File: config.mk
export PLATFORM = sky130hd
export DESIGN_NAME = iirdf1_cell
export DESIGN_NICKNAME = d
export VERILOG_FILES = /design/src/design/iir_direct_form1_filter_defines.svh /design/src/design/iirdf1_pkg.sv /design/src/design/iirdf1_cell.sv
export SDC_FILE = /design/constraint.sdc
export NUM_CORES = 2
export LEC_CHECK = 0
export BUFFER_PORTS_ARGS = -buffer_cell sky130_fd_sc_hd__buf_2
export CORE_MARGIN = 4
export CORE_UTILIZATION = 34
export CTS_CLUSTER_DIAMETER = 120
export DETAILED_ROUTE_END_ITERATION = 12
export RECOVER_POWER = 25
export SLEW_MARGIN = 10
export SYNTH_ARGS = -nofsm -noshare
export SYNTH_HDL_FRONTEND = slang
export SYNTH_SLANG_ARGS = --single-unit
export TNS_END_PERCENT = 50
File: constraint.sdc
create_clock -name i_clk -period 29.4 [get_ports i_clk]
set_input_delay 5.88 -clock i_clk [delete_from_list [all_inputs] [get_ports i_clk]]
set_output_delay 5.88 -clock i_clk [all_outputs]
set_load 0.01 [all_outputs]
File: src/design/iir_direct_form1_filter_defines.svh
// Assertion macros shared by the IIR filter RTL.
// Depends on nothing; files that check properties include this header.
`ifndef IIR_DIRECT_FORM1_FILTER_DEFINES_SVH
`define IIR_DIRECT_FORM1_FILTER_DEFINES_SVH

// Same-cycle implication, checked only while out of reset.
`define IIRDF1_ASSERT_NOW(label, clk, rst_n, ante, cons, msg) \
    label: assert property (@(posedge clk) disable iff (!(rst_n)) (ante) |-> (cons)) \
        else $error(msg);

// Next-cycle implication, checked only while out of reset.
`define IIRDF1_ASSERT_NEXT(label, clk, rst_n, ante, cons, msg) \
    label: assert property (@(posedge clk) disable iff (!(rst_n)) (ante) |=> (cons)) \
        else $error(msg);

`endif

File: src/design/iirdf1_pkg.sv
// Shared types and constants for the direct-form-I IIR filter.
// Depends on nothing; used by the tap cell and the top level.
package iirdf1_pkg;

    localparam int COEF_W    = 24;
    localparam int NUM_REGS  = 7;
    localparam int CFG_IDX_W = 3;

    typedef logic signed [COEF_W-1:0] t_coef;

    typedef enum logic [CFG_IDX_W-1:0] {
        REG_B0 = 3'd0,
        REG_B1 = 3'd1,
        REG_B2 = 3'd2,
        REG_B3 = 3'd3,
        REG_A1 = 3'd4,
        REG_A2 = 3'd5,
        REG_A3 = 3'd6
    } t_reg_idx;

    localparam t_coef COEF_B0_RESET = t_coef'(24'sd1048576);

endpackage

File: src/design/iirdf1_cell.sv
// One tap of the filter: holds one input and one output history sample,
// adds its feedforward product to the running sum and subtracts its feedback product. Depends on iirdf1_pkg.
module iirdf1_cell
    import iirdf1_pkg::*;
#(
    parameter int SAMPLE_BITS = 16,
    parameter int ACC_W       = 43
) (
    input  logic                          i_clk,
    input  logic                          i_rst_n,
    input  logic                          i_advance,
    input  logic signed [SAMPLE_BITS-1:0] i_x,
    input  logic signed [SAMPLE_BITS-1:0] i_y,
    input  t_coef                         i_coef_b,
    input  t_coef                         i_coef_a,
    input  logic signed [ACC_W-1:0]       i_psum,
    output logic signed [SAMPLE_BITS-1:0] o_x,
    output logic signed [SAMPLE_BITS-1:0] o_y,
    output logic signed [ACC_W-1:0]       o_psum
);

    localparam int PROD_W = COEF_W + SAMPLE_BITS;

    logic signed [SAMPLE_BITS-1:0] r_x;
    logic signed [SAMPLE_BITS-1:0] r_y;
    logic signed [PROD_W-1:0]      w_prod_b;
    logic signed [PROD_W-1:0]      w_prod_a;

    always_ff @(posedge i_clk) begin
        if (!i_rst_n) begin
            r_x <= '0;
            r_y <= '0;
        end else if (i_advance) begin
            r_x <= i_x;
            r_y <= i_y;
        end
    end

    assign w_prod_b = i_coef_b * r_x;
    assign w_prod_a = i_coef_a * r_y;
    assign o_psum   = i_psum + ACC_W'(w_prod_b) - ACC_W'(w_prod_a);
    assign o_x      = r_x;
    assign o_y      = r_y;

endmodule

==> metrics.md <==
| Metric | Value |
|---|---|
| Hold endpoint | `o_x[11]` |
| CTS resizes | `0` |
| Die height | `311 µm` |
| XOR/XNOR share of the synthesized area | `0.0132` |
| Final Routed Wirelength | `86,400 µm` |
| CP Data Required Time | `23,520 ps` |
| I/O pin count | `201` |
| Number of warnings issued by yosys | `0` |
| CP startpoint kind | `input pin` |
| Total GRT Usage | `0.187` |
| FF-to-FF path depth | `2` |
| Die area | `96,700 µm²` |
| Adder-cell share of the synthesized area | `0.652` |
| Rel. slew slack | `-1.32` |
| Tmin final | `20,250 ps` |
| Cell Area, Synth | `31,200 µm²` |
| First-pass GRT wire length | `139,000 µm` |
| Tightest Pin Transition | `3480 ps` |
| Async set or reset register ratio after synthesis | `0` |
| Synthesized area per cell | `9.43 µm²` |
| RSZ-0062 raised after global routing | `false` |
| FF-to-FF setup slack | `27,820 ps` |
| Hold Startpoint | `o_x[11]` |
| Max cap viols | `1` |
| Vias in the first global route | `24.0k` |
| Ratio of cells with drive above 1 in the final layout | `0.0705` |
| Gr ovfl total | `0` |
| RePlAce Congestion | `0.836` |
| Wirelength per Cell | `18.8 µm` |
| Failing checks | `max-capacitance violations, max-slew violations` |
| Fmax | `49.4 MHz` |
| Net Count, Synth | `4,521` |
| Hold Buf Count CTS | `0` |
| Crit path kind | `in -> out` |
| Clock skew | `0 ps` |
| Clock slew at reported path FFs | `60 ps` |
| Post-CTS setup buffer count | `0` |
| Finished Cell Area | `33,600 µm²` |
| Placed cell area | `33,400 µm²` |
| Worst Hold Class | `reg -> reg` |
| Final hold vios | `0` |
| Setup TNS | `0 ps` |
| P&R area growth vs syn | `7.64%` |
| Worst path arrival time | `14,370 ps` |
| DP HPWL | `74,400 µm` |
| Main combinational cell family by area after synthesis | `adder cells` |
| Max Transition Viols Final | `33` |
| # fillers | `9,229` |
| Post-synth EDFFs | `0` |
| Status | `finished with violations` |
| CTS Buffer Depth | `2` |
| Detailed Route Iter0 Violations | `950` |
| Yosys reg bits | `32` |
| Crit path max fanout | `16` |
| PortBufs | `200` |
| Sequential fraction of the synthesis area | `0.0205` |
| Num Clock Sinks | `32` |
| Compound-Gate Fraction of Synth Area | `0.0268` |
| Initial core utilization | `0.345` |
| Mux share of post-synthesis cell area | `0.0106` |
| Pin count of the biggest net entering global routing | `33` |
| Register area | `641 µm²` |
| Later-pin clock latency in the skew report | `340 ps` |
| N_diodes | `0` |
| Pre-Repair DR Iteration Count | `5` |
| CP endpoint kind | `output pin` |
| DR DRC count | `0` |
| Vias | `21.4k` |
| Multi-input gate area | `26,400 µm²` |
| Mapped Cells | `3,309` |
| Post-DR vias/cell | `4.66` |
| Initial antenna violation count | `1` |
| Row Count | `110` |
| Root Driver | `clkbuf_16` |
| Core area | `90,600 µm²` |
| Yosys cell types | `54` |
| CTS tree | `yes` |
| Net count, final | `4,631` |
| Reg2Reg Capture Point | `o_y[12]` |
| Predominant post-synthesis flop cell | `dfxtp_1` |
| Worst reg2reg startpoint | `o_y[12]` |
| Die W | `311 µm` |
| H-Tree Depth | `2` |
| Fin crit share | `0.689` |
| Number of CTS-inserted buffers | `5` |
| Hold depth | `2` |
| Post-Synth Simple-Gate Area | `0.144` |
| Final setup vio count | `0` |
| Final antenna-violating net count | `0` |
## metal layers
layer,GRT usage,part of all wire
met4,0.0518,0.028
met2,0.356,0.55
met5,0,0
met3,0.0181,0.038
met1,0.224,0.38
## synthesized netlist by cell type (all sizes together) (12+ instances only)
master	n	area, µm²
a21oi	28	140
o21ai	24	120
a21o	14	106
nand2	372	1400
clkbuf	119	447
inv	979	3670
nor2	41	156
fa	898	18000
xnor2	36	315
dfxtp	32	641
nor2b	58	363
mux2i	33	330
ha	188	2350
and2	370	2310
nand2b	12	75.1
## cell usage in the layout (no fill, tap or decap), types with 3 or more instances in the layout
master,synthesis,routed
inv_1,979,979
fa_1,898,898
nand2_1,371,371
and2_1,370,370
buf_2,2,197
ha_1,188,188
nor2b_1,58,58
nor2_1,40,40
xnor2_1,36,36
mux2i_1,33,33
dfxtp_1,32,32
a21oi_1,28,28
buf_4,0,26
o21ai_0,24,24
a21o_1,13,13
nand2b_1,12,12
xor2_1,11,11
a211oi_1,8,8
nand3_1,8,8
nor3_1,8,8
o211ai_1,7,7
o21bai_1,6,6
nand4_1,6,6
clkbuf_16,0,5
o21a_1,4,4
a221oi_1,4,4
clkbuf_1,119,4
o31ai_1,3,3
or2_2,3,3
a41oi_1,3,3
## metrics by stage
step / cells / utilization / hold WS (ps) / setup slack (ps)
after global routing: 4596 / 0.371 / 555 / 8450
after detailed placement: 4588 / 0.369 / 506 / 9110
after floorplan: 3309 / - / 588 / 10400
after global placement: 4588 / 0.369 / 497 / 9180
after CTS: 4596 / 0.371 / 522 / 9090
final: 4596 / 0.371 / 518 / 9150
## flip-flops by register name, summed over array words and instances (netlist names)
register and cells:
o_x 16, o_y 16
## layout make-up
cell class | count | share of cell area
clock buffer | 7 | 0.00455
multi-input combinational | 2173 | 0.787
tap | 1176 | 0.0438
sequential | 32 | 0.0191
inverter | 980 | 0.110
clock inverter | 1 | 0.000894
timing repair buffer | 227 | 0.0356
## worst max-delay path, cell delays in order
cell and delay (ps):
buf_2 220, and2_1 250, fa_1 780, fa_1 560, inv_1 510, fa_1 550
fa_1 540, inv_1 50, fa_1 500, inv_1 50, fa_1 490, fa_1 490
inv_1 50, fa_1 470, inv_1 40, ha_1 480, nand4_1 210, or2_2 360
nor4b_1 290, o2bb2a_1 280, a41oi_1 620, nor4_1 110, nor3_1 250, xor2_1 170
buf_2 150
## worst max-delay path by stage
stage	startpoint	to	slack [ps]	cells after the start
after floorplan	i_coef_a[23]	o_psum[41]	10400	26
after global placement	i_coef_a[23]	o_psum[41]	9180	25
after detailed placement	i_coef_a[23]	o_psum[41]	9110	25
after CTS	i_coef_a[23]	o_psum[41]	9090	25
after global routing	i_coef_a[23]	o_psum[41]	8450	25
final	i_coef_a[23]	o_psum[41]	9150	25
## kinds of logic (layout without fill, tap and decap cells)
| kind of cell | after synthesis | count (layout) |
|---|---|---|
| DFF | 32 | 32 |
| and+or+nand+nor | 886 | 886 |
| muxes | 33 | 33 |
| xor gates and xnor gates | 47 | 47 |
| adders and majority gates | 1086 | 1086 |
| buffers and inverters | 1104 | 1215 |
| AOI/OAI and AO/OA | 121 | 121 |
Power is not shown: default switching activity piles up to over one toggle a cycle in this logic, so the estimate is an artifact.
